`config.mk`:
```
export PLATFORM = sky130hd
export DESIGN_NAME = cbpe_div
export DESIGN_NICKNAME = d
export VERILOG_FILES = /design/src/design/cbpe_div.sv
export SDC_FILE = /design/constraint.sdc
export NUM_CORES = 1
export LEC_CHECK = 0
export ABC_AREA = 0
export BUFFER_PORTS_ARGS = -buffer_cell sky130_fd_sc_hd__buf_2
export CAP_MARGIN = 20
export CORE_MARGIN = 2
export CORE_UTILIZATION = 21
export DETAILED_ROUTE_END_ITERATION = 16
export PLACE_DENSITY = 0.7
export SLEW_MARGIN = 5
export SYNTH_ARGS = -nofsm -noshare
export SYNTH_HDL_FRONTEND = slang
export SYNTH_SLANG_ARGS = --single-unit
```
`constraint.sdc`:
```
create_clock -name clk -period 0.8 [get_ports clk]
set_clock_uncertainty 0.1 [all_clocks]
set_input_delay 0.08 -clock clk [delete_from_list [all_inputs] [get_ports clk]]
set_output_delay 0.08 -clock clk [all_outputs]
set_load 0.005 [all_outputs]
```
`src/design/cbpe_div.sv`:
```
module cbpe_div #(
  parameter int STEPS = 1024,
  parameter int KW    = 11,
  parameter int CB    = 10
) (
  input  logic               clk,
  input  logic               stage_en,
  input  logic [3*KW+CB-1:0] acc_in,
  output logic [CB-1:0]      quot
);

  // STEPS is a power of two, so the division by STEPS^3 is a shift.
  localparam int SH = 3 * $clog2(STEPS);

  logic [CB-1:0] q_r;

  always_ff @(posedge clk) begin
    if (stage_en) begin
      q_r <= acc_in[SH +: CB];
    end
  end

  assign quot = q_r;

endmodule

```
==> run summary <==
Largest register FFs - 10
PwrDens - 2120 nW/µm²
GPL Wtd Cong - 0.639
Endpoints failing setup - 14
Comb_multi_in - 0
Syn_area_per_cell - 30.0 µm²
Total gr overflow - 0
IO Port Bufs - 21
CP Cell Sequence - buf_2
Overall Global Routing Usage - 0.0699
IO Pins - 55
Synth area leaders - edfxtp_1 (100%)
Fin worst setup slack - -132 ps
Die width - 41.8 µm
Yosys warns - 0
Finished Layout Cells - 53
Min-Delay Path Class - input port to flop
GR Util met2 - 0.116
Share of cells above drive strength 1 - 0.579
Chip Height - 41.8 µm
Pin count of the biggest net entering global routing - 11
Flops & latches, synth - 10
GRT met3 Usage - 0.0435
Nets - 85
Slew margin rel. - 0.855
RSZ-0062 raised after global routing - true
Post-DR wirelength/cell - 9.91 µm
DP Cell Count - 46
Post-synthesis sequential area ratio - 1.00
Post-Synth Adder-Cell Area - 0
Cell Rows - 13
Failing checks - hold timing, setup timing
CTS Sinks - 10
Mapped Cells - 10
Simple-gate share of the synthesized area - 0
CP Launch Type - flop
ANT cells - 0
CTS buffer count - 3
Synth top area share - 1.00
Placed instance area - 424 µm²
CORE AREA - 1320 µm²
Util after Layout - 0.377
Initial Utilization - 0.228
Critical Path Sink Type - output pin
Mux cell area share after synthesis - 0
H-Tree Depth - 1
Met1 usage - 0.0574
Distinct cells, synth - 1
Power consumption - 1.05 mW
Max-slew violation count - 0
Hold Vio Cnt, Final - 4
Initial detailed-routing violation count - 2
Drt first pass iters - 4
Clk slew on worst S/H paths - 60 ps
Crit path max fanout - 1
Highest clock rate - 1070 MHz
Avg Vias per Cell - 3.75
Cell type with the largest total area after synthesis - edfxtp_1
Post-DRT Antenna Nets - 0
Worst EP required - 620 ps
Vias - 199
Worst slew pin tran - 218 ps
CTS tree - done
Synth Area in XOR/XNOR - 0
Syn Std Cell Area - 300 µm²
Synth-to-Final Area Change - 65.4%
Fin Hold WS - -102 ps
Crit share post-route - 1.16
FF/Latch Area - 300 µm²
Syn nets - 55
Gr busiest metal - met2
Initial antenna violation count - 0
Critical path data arrival time - 750 ps
Critical Path Slowest Stage Cell - edfxtp_1
Routed wire length - 525 µm
Root buf cell - clkbuf_4
Crit-path leading delay family - flip-flops
Outcome - finished with violations
# Max-Cap Violations - 0
DRC errors left - 0
Min Clock Period, post-route - 932 ps
Bufs and invs on worst path - 1
VDD IR max - 0.935 mV
Die area - 1750 µm²
Longest Clk Path Bufs - 2
Final Cell Area - 497 µm²
First-pass GRT wire length - 834 µm
Vias in the first global route - 201
CP max stage delay - 360 ps
Worst setup path class - flop to output pin
Leak pwr - 0.211 nW
Synth Area in Compound Gates - 0
Area of the multi-input gates - 0 µm²
Fillers - 133
## where the power goes
part	leakage [nW]	internal (mW)	total, mW	switching [mW]
sequential	0.0979	0.622	0.630	0.00800
clock	0.0138	0.173	0.325	0.152
combinational	0.0998	0.0592	0.0962	0.0370
## layout by cell type, fill, tap and decap left out
master,netlist,routed
clkbuf_4,0,3
buf_2,0,19
dlygate4sd3_1,0,6
edfxtp_1,10,10
## Yosys cell counts (all sizes together)
cell / number
edfxtp: 10
## per-layer routing
layer	vias to the layer above	wire length, µm
met5	-	0
met4	0	0
met3	0	72
met2	12	274
met1	90	177
li1	97	-
## what timing repair did
item | in CTS | in global routing
buffers inserted | 0 | 0
pin swaps | 0 | 0
endpoints found under the hold margin | 10 | 7
setup endpoints to repair | 10 | 12
hold buffers | 3 | 3
gates resized for setup | 0 | 0
## area by class of cell
cell class,instances,share of cell area
sequential,10,0.605
clock buffer,3,0.0453
timing repair buffer,25,0.312
tap,15,0.0378
## metrics by stage
| stage | TNS [ps] | hold slack, ps | worst slack (ps) |
|---|---|---|---|
| after CTS | -1360 | -113 | -155 |
| after detailed placement | 0 | 158 | 73.8 |
| after global placement | 0 | 156 | 80.7 |
| after floorplan | 0 | 78.9 | 265 |
| final | -1230 | -102 | -132 |
| after global routing | -1570 | -108 | -171 |
## logic make-up (layout without fill, tap and decap cells)
group	after synthesis	count (layout)
flip-flops	10	10
buffers and inverters	0	28
## worst paths after layout
path | start | endpoint | slack (ps) | cells past startpoint
max | quot[0]$_DFFE_PP_ | quot[0] | -130 | 1
min | acc_in[39] | quot[9]$_DFFE_PP_ | -100 | 1
(Power assumes the default switching activity.)
