--- config.mk ---
export PLATFORM = sky130hd
export DESIGN_NAME = cbpe_blend
export DESIGN_NICKNAME = d
export VERILOG_FILES = /design/src/design/cbpe_blend.sv
export SDC_FILE = /design/constraint.sdc
export NUM_CORES = 2
export LEC_CHECK = 0
export ABC_AREA = 1
export BUFFER_PORTS_ARGS = -buffer_cell sky130_fd_sc_hd__buf_4
export CELL_PAD_IN_SITES_DETAIL_PLACEMENT = 1
export CELL_PAD_IN_SITES_GLOBAL_PLACEMENT = 1
export CORE_AREA = 2 2 387 389
export DETAILED_ROUTE_END_ITERATION = 8
export DIE_AREA = 0 0 389 391
export PLACE_DENSITY = 0.83
export SLEW_MARGIN = 10
export SYNTH_ARGS = -nofsm -noshare
export SYNTH_HDL_FRONTEND = slang
export SYNTH_SLANG_ARGS = --single-unit
--- constraint.sdc ---
create_clock -name clk -period 5.1 [get_ports clk]
set_input_delay 0.255 -clock clk [delete_from_list [all_inputs] [get_ports clk]]
set_output_delay 0.255 -clock clk [all_outputs]
set_load 0.01 [all_outputs]
--- src/design/cbpe_blend.sv ---
module cbpe_blend #(
  parameter int KW = 11,
  parameter int CB = 10
) (
  input  logic                 clk,
  input  logic [2:0]           stage_en,
  input  logic [3*KW-1:0]      w0,
  input  logic [3*KW-1:0]      w1,
  input  logic [3*KW-1:0]      w2,
  input  logic [3*KW-1:0]      w3,
  input  logic [CB-1:0]        c0,
  input  logic [CB-1:0]        c1,
  input  logic [CB-1:0]        c2,
  input  logic [CB-1:0]        c3,
  output logic [3*KW+CB-1:0]   acc
);

  localparam int AW = 3 * KW + CB;

  logic [AW-1:0] m0_r, m1_r, m2_r, m3_r;
  logic [AW-1:0] s01_r, s23_r;
  logic [AW-1:0] acc_r;

  always_ff @(posedge clk) begin
    if (stage_en[0]) begin
      m0_r <= AW'(w0) * AW'(c0);
      m1_r <= AW'(w1) * AW'(c1);
      m2_r <= AW'(w2) * AW'(c2);
      m3_r <= AW'(w3) * AW'(c3);
    end
    if (stage_en[1]) begin
      s01_r <= m0_r + m1_r;
      s23_r <= m2_r + m3_r;
    end
    if (stage_en[2]) begin
      acc_r <= s01_r + s23_r;
    end
  end

  assign acc = acc_r;

endmodule

==> results_dict.tcl <==
set metrics [dict create \
    synth_area_sq_um 64800 \
    hold_buffers 0 \
    die_h_microns 391 \
    outcome "finished clean" \
    clock_latency_ps 620 \
    first_pass_iters 5 \
    grt_pass1_wl_microns 336000 \
    cts-root-buf "clkbuf_16" \
    min_period_ps 4690 \
    final_common_cell "nand2_1" \
    fmax_mhz 213 \
    grt_max_degree 117 \
    design.core.area_sq_um 149000 \
    synth.mux.area_fraction 0 \
    clkSinkCount 301 \
    synth_top_family_by_area "adder cells" \
    antenna_found_initial 12 \
    post-cts-setup-buffer-count 0 \
    syn_avg_cell_area_sq_um 7.00 \
    cts_tree "done" \
    dpl.cell_count 11200 \
    grt_pass1_vias 63100 \
    setup_viol 0 \
    dp_hpwl_microns 180000 \
    yosys.area.top_type "fa_1" \
    synth_fa_ha_area_frac 0.389 \
    rows 142 \
    maxCapViolCount 0 \
    synth_cells 9258 \
    synthXorXnorAreaFrac 0.0240 \
    h-tree-depth 2 \
    via_per_inst 5.01 \
    num_vias 56700 \
    path_max_fanout 27 \
    die_area_sq_um 152000 \
    grt.total_usage 0.278 \
    place_congestion 0.917 \
    synth_top_area_share 0.305 \
    yosys.area_share.simple 0.254 \
    worst_hold_slack_ps 56.4 \
    yosysWarnings 0 \
    numPortBuffers 218 \
    numCtsBuffers 40 \
    grt_setup_unrepaired "false" \
    final_cell_mix "nand2_1, inv_1, fa_1" \
    rrSetupSlack_ps 2540 \
    min_path_type "in -> reg" \
    initialDrtViolationCount 3020 \
    io_pins 219 \
    hold_viol 0 \
    synth_cell_types 30 \
    ys_top_cells_by_area "fa_1, nand2_1, inv_1" \
    slew_headroom 0.243 \
    seq_area_frac_synth 0.139 \
    critPathRequiredTime_ps 5410 \
    cts_resized 0 \
    initial_utilization 0.437 \
    synth_seq_cells 301 \
    period_share 0.921 \
    worstSetupPathType "in -> reg" \
    ant_nets 0 \
    chipWidth_microns 389 \
    start_kind "input port" \
    cp-end-kind "flip-flop" \
    arrival_ps 5000 \
    drive_above_1_share 0.0548 \
    worstMarginPinSlew_ps 1140 \
    synth_compound_area_frac 0.0279 \
    overflow 0 \
    fin_cells 11300 \
    cts_buffer_depth 3 \
    drt-total-wl_microns 209000 \
    drv_slew 0 \
    path_clk_slew_ps 60 \
    syn-num-nets 10900 \
    routedWlPerCell_microns 18.4 \
    synthToLayoutAreaGrowth_pct 8.13 \
    fin_worst_skew_ps 48.3 \
    drc 0 \
    nNetsFinal 10900 \
]
critical path: stages:
cell and delay [ps]:
buf_4 310, nand2_1 140, fa_1 550, inv_1 60
fa_1 500, inv_1 50, fa_1 520, inv_1 50
fa_1 470, inv_1 50, fa_1 470, inv_1 40
ha_1 350, nand2_1 130, nor2_2 230, nand3_1 110
nand3_1 170, nand2_1 70, nand2_1 140, nand2_1 110
nand3_1 80, nand2_1 110
Yosys cell counts (all sizes together):
library cell and n:
a21oi 218, a31oi 24, nand3 236, nand3b 2, inv 2573, or2 12, buf 76, xnor2 48
fa 987, ha 438, a21o 1, nor2 474, nor4 1, o21a 3, nand2 3340, clkbuf 216
edfxtp 301, nor3 50, o21bai 18, and2 14, nand4 8, nand2b 8, o21ai 80, xor2 130
path summary, 6_finish.rpt:
path	from	endpoint	cells past startpoint
max	c1[1]	m1_r[27]	22
min	w0[0]	m0_r[0]	3
max reg2reg	m1_r[0]	s01_r[40]	13
min reg2reg	s23_r[0]	acc[0]	1
cell type report:
cell class              instances  area [sq um]
diodes                          5          12.5
clock buffers                  43          1010
clock inverters                30           287
fillers                     19300         78400
inverters                    2573          9660
multi-input cells            6092         45000
flip-flops and latches        301          9040
well taps                    1944          2430
repair buffers                336          2630
routing by layer:
metal	share of wire	track usage	vias up	wire length, microns
met1	0.45	0.372	28400	93000
met3	0.042	0.0248	341	8830
li1	-	-	26700	-
met5	0.00035	0	-	73
met4	0.029	0.0825	12	6130
met2	0.48	0.479	1223	101000
registers in the layout (all words and copies together) (netlist names):
| register | count |
|---|---|
| s01_r | 43 |
| m0_r | 43 |
| acc | 43 |
| s23_r | 43 |
| m3_r | 43 |
| m2_r | 43 |
| m1_r | 43 |
stage by stage:
stage               TNS (ps)  instance area [sq um]  setup WS (ps)  utilization
global route               0                  70100            191        0.472
finish                     0                  70100            405        0.472
CTS                        0                  70100            429        0.472
detailed placement     -3050                  68800           -185        0.463
global placement        -149                  68800          -77.1        0.463
floorplan                  0                  64800            230            -
cell families after synthesis:
family                     count (synthesis)
xor gates and xnor gates                 178
buffers and inverters                   2865
AOI/OAI and AO/OA                        344
DFF                                      301
and+or+nand+nor                         4145
adders and majority gates               1425
Power is not shown: default switching activity piles up to over one toggle a cycle in this logic, so the estimate is an artifact.
