`config.mk`:
```
export PLATFORM = sky130hd
export DESIGN_NAME = cbpe_ctrl
export DESIGN_NICKNAME = d
export VERILOG_FILES = /design/src/design/cbpe_ctrl.sv
export SDC_FILE = /design/constraint.sdc
export NUM_CORES = 1
export LEC_CHECK = 0
export BUFFER_PORTS_ARGS = -buffer_cell sky130_fd_sc_hd__buf_2
export CAP_MARGIN = 20
export CORE_MARGIN = 2
export CORE_UTILIZATION = 45
export CTS_CLUSTER_SIZE = 14
export DETAILED_ROUTE_END_ITERATION = 16
export PLACE_DENSITY = 0.73
export SETUP_SLACK_MARGIN = 0.4
export SYNTH_ARGS = -nofsm -noshare
export SYNTH_HDL_FRONTEND = slang
export SYNTH_SLANG_ARGS = --single-unit
```
`constraint.sdc`:
```
create_clock -name clk -period 2 [get_ports clk]
set_input_delay 0.4 -clock clk [delete_from_list [all_inputs] [get_ports clk]]
set_output_delay 0.4 -clock clk [all_outputs]
set_load 0.01 [all_outputs]
```
`src/design/cbpe_ctrl.sv`:
```
module cbpe_ctrl #(
  parameter int L = 17
) (
  input  logic         clk,
  input  logic         rst_n,
  input  logic         in_valid,
  output logic         in_ready,
  output logic         out_valid,
  input  logic         out_ready,
  output logic [L-1:0] stage_en
);

  logic [L-1:0] v_r;
  logic [L-1:0] empty;

  assign empty = ~v_r;

  // A stage may load when it or any later stage holds a bubble, or the output drains.
  always_comb begin
    for (int i = 0; i < L; i++) begin
      stage_en[i] = out_ready || ((empty >> i) != '0);
    end
  end

  always_ff @(posedge clk) begin
    if (!rst_n) begin
      v_r <= '0;
    end else begin
      if (stage_en[0]) begin
        v_r[0] <= in_valid;
      end
      for (int i = 1; i < L; i++) begin
        if (stage_en[i]) begin
          v_r[i] <= v_r[i-1];
        end
      end
    end
  end

  assign in_ready  = stage_en[0];
  assign out_valid = v_r[L-1];

  a_reset_empties: assert property (@(posedge clk) !rst_n |=> !out_valid)
    else $error("pipeline not empty after reset");

  a_block_only_when_full: assert property (@(posedge clk) disable iff (!rst_n)
    !in_ready |-> (v_r == '1 && !out_ready))
    else $error("input blocked while the pipeline has room");

  a_item_count: assert property (@(posedge clk) disable iff (!rst_n)
    $past(rst_n) |-> $countones(v_r) == $past($countones(v_r))
      + $past(int'(in_valid && in_ready)) - $past(int'(out_valid && out_ready)))
    else $error("item lost or duplicated in the pipeline");

  a_full_stall_holds: assert property (@(posedge clk) disable iff (!rst_n)
    (v_r == '1 && !out_ready) |=> v_r == '1)
    else $error("stalled full pipeline dropped an item");

endmodule

```
==> metrics <==
outcome=finished clean; WL/cell=13.54 µm; Top reg by flops=v_r; Simple-Gate Fraction of Synth Area=34.17%; remaining global-route overflow=0; crit path capture type=output port; r2r setup slk=0.48 ns; Die Ht=44.74 µm; Arr. time, crit path=1.40 ns; # fillers=120; Worst Hold Launch=in_valid; TNS Setup=0 ns; initial DRC count=7; max_cap viols=0; multiplexer share of the synthesized area=0%; number of antenna-violating nets in the routed design=0; routed vias/inst=5.641; Pwr per Cell Area=508.7 nW/µm²; CTS max path bufs=2; commonest non-fill, non-tap cells in the layout=buf_2, nand2_1, buf_4; post-synthesis compound-gate area fraction=14.07%; Final #Nets=131; Post-Syn Area=747.0 µm²; CP startpoint kind=register; relative slew slack=79.48%; top flop regs=v_r (17); vias in the first global route=656; Mean Syn Cell Area=8.208 µm²; commonest non-fill, non-tap cell in the layout=buf_2; worst skew pair latency=0.28 ns; chip width=44.74 µm; Crit path required time=1.60 ns; Crit Path Category=register to output port; Final Slew Violations=0; post-route minimum period=1.799 ns; clock-pin slew on the worst setup and hold paths=0.09 ns; Worst Hold Class=input port to register; Sw Share=21.38%; GPL Wtd Cong=0.8196; internal power=422.8 µW; RSZ-0062 raised after global routing=yes; CP Max Fanout=6; CTS Buf Count=3; post-synthesis register bit count=17; Vias=801; WHS=0.3132 ns; Reg power frac=63.8%; CTS tree=yes; final setup vio count=0; Distinct cells, synth=26; placed cells=125; Clk network pwr share=33.1%; largest net degree at the start of global routing=16; PortBufs=22; initial antenna violation count=0; largest family of logic cells by synthesized area=simple AND/OR/NAND/NOR gates; fin crit share=89.94%; synth top area cells=dfxtp_1, nand2_1, nand3_1; Ports=23; Final Hold Vio Count=0; Synth area leader=dfxtp_1; area share of fa/ha/maj cells after synthesis=0%; max reg flops=17; measured slew at the worst slew-check pin=0.3060 ns; gr usage total=19.75%; Core ar.=1524 µm²; clk sinks=17; CTS H-tree lvls=1; first-pass GRT wire length=2863 µm; Core Rows=14; worst reg2reg startpoint=v_r[14]$_SDFFE_PN0P_; fraction of layout cells with a size suffix above 1=50.00%; Static Leak=0.0003904 µW; Non-Filler Instances=142; # diodes=0; Pre-antenna DRT Iters=4; CTS Root Cell=clkbuf_4; Post-DP HPWL=1133 µm; fmax=555.9 MHz; initial core utilization=49.01%; Synthesized Nets=95; maximum vdd drop=0.0004196 V; sequential share of the synthesized area=45.56%; Post-Synth XOR/XNOR Area=0%; combinational share of power=3.2%; WL final=1923 µm; cell count after synthesis=91; die area=2002 µm²; Synth Warn #=0; Net Switching=115.0 µW; drc violations=0; Setup Skew=0.003721 ns; CP startpoint=v_r[16]$_SDFFE_PN0P_; top-area cell type share of the netlist area=45.56%; Area growth, synth to finish=41.54%
==> metrics by stage <==
stage	total power (µW)	setup slack [ns]	instance area (µm²)	utilization (%)
final	537.8	0.2011	1057	69.38
after global routing	564.6	0.1450	1057	69.38
after CTS	542.1	0.2336	988.4	64.86
after detailed placement	368.7	0.2758	862.1	56.57
after global placement	368.3	0.3154	862.1	56.57
after floorplan	361.5	0.2946	758.2	-
==> per-layer routing <==
layer	wire, µm	GRT usage (%)	up-vias	part of all wire, %
met5	0	0	-	0
met4	32	12.73	0	1.7
met3	76	4.000	4	4.0
met2	960	31.30	24	50
met1	853	24.25	377	44
li1	-	-	396	-
==> worst max-delay path: stages, from the launching register on <==
cell	delay, ns
dfxtp_2	0.35
and4b_2	0.28
and3_4	0.23
nand4_1	0.10
buf_2	0.15
==> final cells by class <==
cell class                 count  area [µm²]  share of cell area [%]
clock buffer                   4       26.28                   2.485
tap                           16       20.02                   1.893
timing repair buffer          34       216.5                   20.47
inverter                       7       26.28                   2.485
sequential                    17       356.6                   33.73
multi-input combinational     64       411.6                   38.94
==> worst paths after layout <==
path	to	cells after the start
setup reg to reg	v_r[1]$_SDFFE_PN0P_	4
setup / recovery	stage_en[0]	4
hold reg to reg	v_r[13]$_SDFFE_PN0P_	2
hold / removal	v_r[0]$_SDFFE_PN0P_	3
==> cells by family (layout without fill, tap and decap cells) <==
| family | count (synthesis) | count (layout) |
|---|---|---|
| simple gates | 48 | 49 |
| flops | 17 | 17 |
| compound gates | 15 | 15 |
| buf+inv | 11 | 45 |
==> power by group through the flow <==
stage / Combinational [µW] / Sequential [µW] / Clock (µW)
final: 17.0 / 343 / 178
after global routing: 18.7 / 343 / 202
after CTS: 16.4 / 343 / 183
after detailed placement: 16.4 / 352 / 0
after global placement: 16.1 / 352 / 0
after floorplan: 10.1 / 351 / 0
==> cells in the mapped netlist <==
cell type	number
clkinv_1	1
and3_1	3
o31ai_1	2
nor4_1	1
buf_2	1
o21a_1	3
nand2_1	14
and3b_1	1
o21ai_0	3
nor2_1	9
nand3_1	8
nor2b_1	1
nand4b_1	1
nand4_2	1
o21ai_1	1
clkbuf_1	2
a31oi_1	1
or4_4	1
and4b_1	1
buf_4	1
o31ai_4	1
nand4_1	6
a21oi_1	4
dfxtp_1	17
inv_1	6
and4_1	1
==> repair_timing <==
| item | 4_1_cts | 5_1_grt |
|---|---|---|
| setup endpoints to repair | 15 | 16 |
| pin swaps | 4 | 6 |
| gates cloned | 1 | 0 |
| gates resized for setup | 15 | 13 |
| setup buffers | 9 | 3 |
| hold buffers | 0 | 0 |
Note: power is estimated with default switching activity, not from simulation.
