===== src/design/cbpe_pkg.sv =====
package cbpe_pkg;

  localparam int STEP_W    = 10;
  localparam int CFG_IDX_W = 4;

  typedef enum logic [CFG_IDX_W-1:0] {
    REG_P0_X = 4'd0,
    REG_P0_Y = 4'd1,
    REG_P1_X = 4'd2,
    REG_P1_Y = 4'd3,
    REG_P2_X = 4'd4,
    REG_P2_Y = 4'd5,
    REG_P3_X = 4'd6,
    REG_P3_Y = 4'd7
  } cfg_idx_t;

  localparam int RST_P0_X = 200;
  localparam int RST_P0_Y = 300;
  localparam int RST_P1_X = 130;
  localparam int RST_P1_Y = 200;
  localparam int RST_P2_X = 110;
  localparam int RST_P2_Y = 100;
  localparam int RST_P3_X = 200;
  localparam int RST_P3_Y = 180;

endpackage


===== src/design/cbpe_weight.sv =====
module cbpe_weight import cbpe_pkg::*; #(
  parameter int STEPS = 1024,
  parameter int KW    = 11
) (
  input  logic              clk,
  input  logic [3:0]        stage_en,
  input  logic [STEP_W-1:0] step_index,
  output logic [3*KW-1:0]   w0,
  output logic [3*KW-1:0]   w1,
  output logic [3*KW-1:0]   w2,
  output logic [3*KW-1:0]   w3
);

  localparam int PW = 2 * KW;
  localparam int WW = 3 * KW;

  logic [KW-1:0] k_nxt, s_nxt;
  logic [KW-1:0] k1_r, s1_r;
  logic [KW-1:0] k2_r, s2_r;
  logic [PW-1:0] kk2_r, ss2_r;
  logic [WW-1:0] w0_3_r, t1_3_r, t2_3_r, w3_3_r;
  logic [WW-1:0] w0_r, w1_r, w2_r, w3_r;

  // Steps past the end of the curve clamp to the end point.
  always_comb begin
    if (32'(step_index) > STEPS) begin
      k_nxt = KW'(STEPS);
    end else begin
      k_nxt = KW'(step_index);
    end
    s_nxt = KW'(STEPS) - k_nxt;
  end

  always_ff @(posedge clk) begin
    if (stage_en[0]) begin
      k1_r <= k_nxt;
      s1_r <= s_nxt;
    end
    if (stage_en[1]) begin
      k2_r  <= k1_r;
      s2_r  <= s1_r;
      kk2_r <= PW'(k1_r) * PW'(k1_r);
      ss2_r <= PW'(s1_r) * PW'(s1_r);
    end
    if (stage_en[2]) begin
      w0_3_r <= WW'(ss2_r) * WW'(s2_r);
      t1_3_r <= WW'(ss2_r) * WW'(k2_r);
      t2_3_r <= WW'(kk2_r) * WW'(s2_r);
      w3_3_r <= WW'(kk2_r) * WW'(k2_r);
    end
    if (stage_en[3]) begin
      w0_r <= w0_3_r;
      w1_r <= t1_3_r + {t1_3_r[WW-2:0], 1'b0};
      w2_r <= t2_3_r + {t2_3_r[WW-2:0], 1'b0};
      w3_r <= w3_3_r;
    end
  end

  assign w0 = w0_r;
  assign w1 = w1_r;
  assign w2 = w2_r;
  assign w3 = w3_r;

endmodule


===== config.mk =====
export PLATFORM = sky130hd
export DESIGN_NAME = cbpe_weight
export DESIGN_NICKNAME = d
export VERILOG_FILES = /design/src/design/cbpe_pkg.sv /design/src/design/cbpe_weight.sv
export SDC_FILE = /design/constraint.sdc
export NUM_CORES = 2
export LEC_CHECK = 0
export ABC_AREA = 0
export CAP_MARGIN = 10
export CORE_MARGIN = 4
export CORE_UTILIZATION = 55
export DETAILED_ROUTE_END_ITERATION = 8
export DONT_BUFFER_PORTS = 1
export PLACE_DENSITY = 0.81
export SLEW_MARGIN = 0
export SYNTH_ARGS = -nofsm -noshare
export SYNTH_HDL_FRONTEND = slang
export SYNTH_SLANG_ARGS = --single-unit

===== constraint.sdc =====
create_clock -name clk -period 10.15 [get_ports clk]
set_clock_uncertainty 0.15 [all_clocks]
set_input_delay 1.5225 -clock clk [delete_from_list [all_inputs] [get_ports clk]]
set_output_delay 1.5225 -clock clk [all_outputs]
set_load 0.02 [all_outputs]

==> flow_summary.json <==
{
  "finalHoldViolCount": 0,
  "grt_max_degree": 129,
  "drc": 0,
  "synthFlopType": "edfxtp_1",
  "outcome": "completed",
  "ctsResizeCount": 0,
  "seqCellArea_sq_um": 9940,
  "first_pass_iters": 8,
  "yosys_warnings": 0,
  "finalWirelength_microns": 96830,
  "placed_area_sq_um": 46830,
  "antenna_found_initial": 0,
  "grt_pass1_vias": 33593,
  "synth.most_common_cell": "inv_1",
  "syn-mean-instance-area_sq_um": 9.945,
  "cts_hold_buffers": 0,
  "yosysSeqAreaShare_pct": 21.63,
  "ios": 147,
  "cp_num_buf_inv": 4,
  "areaGrowthSynthToFinish_pct": 4.590,
  "die_h_microns": 297.1,
  "grt_pass1_wl_microns": 165000,
  "layout.nets": 5709,
  "startpoint_type": "flop",
  "grt_usage_pct": 22.65,
  "die_w_microns": 297.1,
  "slew-limit-headroom_pct": 20.72,
  "via_count": 31331,
  "rsz0062_at_grt": "false",
  "nFillCells": 6706,
  "arrival_ns": 7.36,
  "finalInstanceArea_sq_um": 48070,
  "routed_via_density": 5.584,
  "worstPathCellList": "buf_4 > nand2_1 > fa_1 > inv_1 > fa_1 > inv_1 > fa_1 > inv_1 > fa_1 > fa_1 > ha_1 > o21ai_0 > nand2b_1 > o41ai_1 > o311ai_0 > nand4_1 > a21boi_0 > o21ai_0 > o21ai_0 > xnor2_1",
  "yosysTopAreaCellShare_pct": 32.10,
  "max_freq_mhz": 139.1,
  "whs_ns": 0.2604,
  "cts_setup_buffers": 0,
  "io_buffers": 0,
  "fin_crit_sh_pct": 70.81,
  "synth_edf_count": 331,
  "maxCapViolations": 0,
  "multi_input_area_sq_um": 32000,
  "cp_top_family": "adder cells",
  "async_flop_share_pct": 0,
  "hp-class": "reg -> reg",
  "slowest_delay_ns": 1.02,
  "required_ns": 10.32,
  "ys_top_cells_by_count": "inv_1, fa_1, nand2_1",
  "clk_latency_ns": 0.58,
  "clock_path_buffers": 3,
  "setup.worst_path.end_class": "flop",
  "wl_per_cell_microns": 17.26,
  "cts_tree": "yes",
  "core_area_sq_um": 82500,
  "drtIter0Drc": 2191,
  "grt_overflow_total": 0,
  "gp_congestion": 0.8609,
  "die_area_sq_um": 88250,
  "cpMostUsedCell": "fa_1",
  "critPathKind": "reg -> reg",
  "setup-tns-final_ns": 0,
  "ys_types": 76,
  "cp_max_fo": 22,
  "max_slew.worst_pin.slew_ns": 1.174,
  "clkSlewWorstSetupHoldPaths_ns": 0.07,
  "netlist_instances": 4621,
  "synth_area_leaders": "fa_1, edfxtp_1, ha_1",
  "clock_sinks": 331,
  "layout-drive-gt1-share_pct": 2.423,
  "start_util_pct": 55.70,
  "dp_hpwl_microns": 74160,
  "setup_viol": 0,
  "ant_nets": 0,
  "drv_slew": 0,
  "cts_buffers": 40,
  "synth_area_sq_um": 45960,
  "rows": 105,
  "htreeDepth": 2,
  "slowest_stage": "o311ai_0",
  "cts_root_buf": "clkbuf_16",
  "synth_area_leader_cell": "fa_1",
  "synth-seq-cells": 331,
  "min_period_ns": 7.187
}
-- per-stage QoR --
step                cells  utilization, %  setup WS [ns]
global route         5610           58.26          2.586
floorplan            4646               -          4.108
global placement     5543           56.76          3.212
CTS                  5610           58.26          3.046
detailed placement   5543           56.76          3.078
finish               5611           58.26          2.963
-- worst register-to-register path, stage by stage (launching register included) --
cell and delay (ns):
edfxtp_1 0.99, buf_4 0.40, nand2_1 0.11, fa_1 0.52, inv_1 0.06, fa_1 0.50
inv_1 0.05, fa_1 0.53, inv_1 0.05, fa_1 0.49, fa_1 0.42, ha_1 0.33
o21ai_0 0.11, nand2b_1 0.09, o41ai_1 0.14, o311ai_0 1.02, nand4_1 0.22, a21boi_0 0.36
o21ai_0 0.13, o21ai_0 0.21, xnor2_1 0.08
-- logic make-up (layout without fill, tap and decap cells) --
group,after synthesis,after routing,share of synthesized area (%)
compound gates,538,538,7.756
xor+xnor,207,207,3.945
fa+ha+maj,1179,1179,44.14
buf+inv,1091,985,8.943
flops,331,331,21.63
mux,3,3,0.07078
other cells,2,28,0.01634
simple gates,1270,1270,13.50
-- layout make-up --
type	count	share of cell area, %
Multi-Input combinational cell	3224	66.58
Sequential cell	331	20.68
Inverter	890	6.950
Tap cell	1070	2.785
Clock buffer	46	2.174
Timing Repair Buffer	28	0.4373
Clock inverter	21	0.3931
Antenna cell	1	0.005206
-- final timing paths --
path / cells after the start / endpoint / slack, ns / startpoint
setup reg to reg: 20 / t2_3_r[31] / 2.96 / s2_r[4]
hold reg to reg: 0 / w3[29] / 0.26 / w3_3_r[29]
setup / recovery: 20 / t2_3_r[31] / 2.96 / s2_r[4]
hold / removal: 0 / w3[29] / 0.26 / w3_3_r[29]
-- metal layers --
layer	routed length (microns)	vias up	GRT usage, %
met3	6472	264	3.430
met4	4233	0	9.070
met5	0	-	0
met1	38540	15635	28.75
li1	-	14280	-
met2	47580	1152	39.15
-- placed cells by master (no fill, tap or decap), types with 41 or more instances in the layout --
master,n
clkbuf_16,41
and2_1,401
nor2_1,123
xor2_1,63
fa_1,737
xnor2_1,144
a21oi_1,168
edfxtp_1,331
nand2_1,556
ha_1,442
inv_1,890
a21o_1,95
o21ai_0,81
-- flip-flops by register name, indices dropped and copies added (netlist names) --
| register | count |
|---|---|
| w1 | 32 |
| w3 | 31 |
| kk2_r | 18 |
| w0_3_r | 33 |
| w2 | 32 |
| w3_3_r | 31 |
| t1_3_r | 30 |
| s1_r | 11 |
| k1_r | 9 |
| ss2_r | 20 |
| s2_r | 11 |
| k2_r | 9 |
| w0 | 33 |
| t2_3_r | 31 |
Power is left out: the tool's default activity adds up to more than one toggle a clock period on the data nets, which glitch-free logic cannot reach.
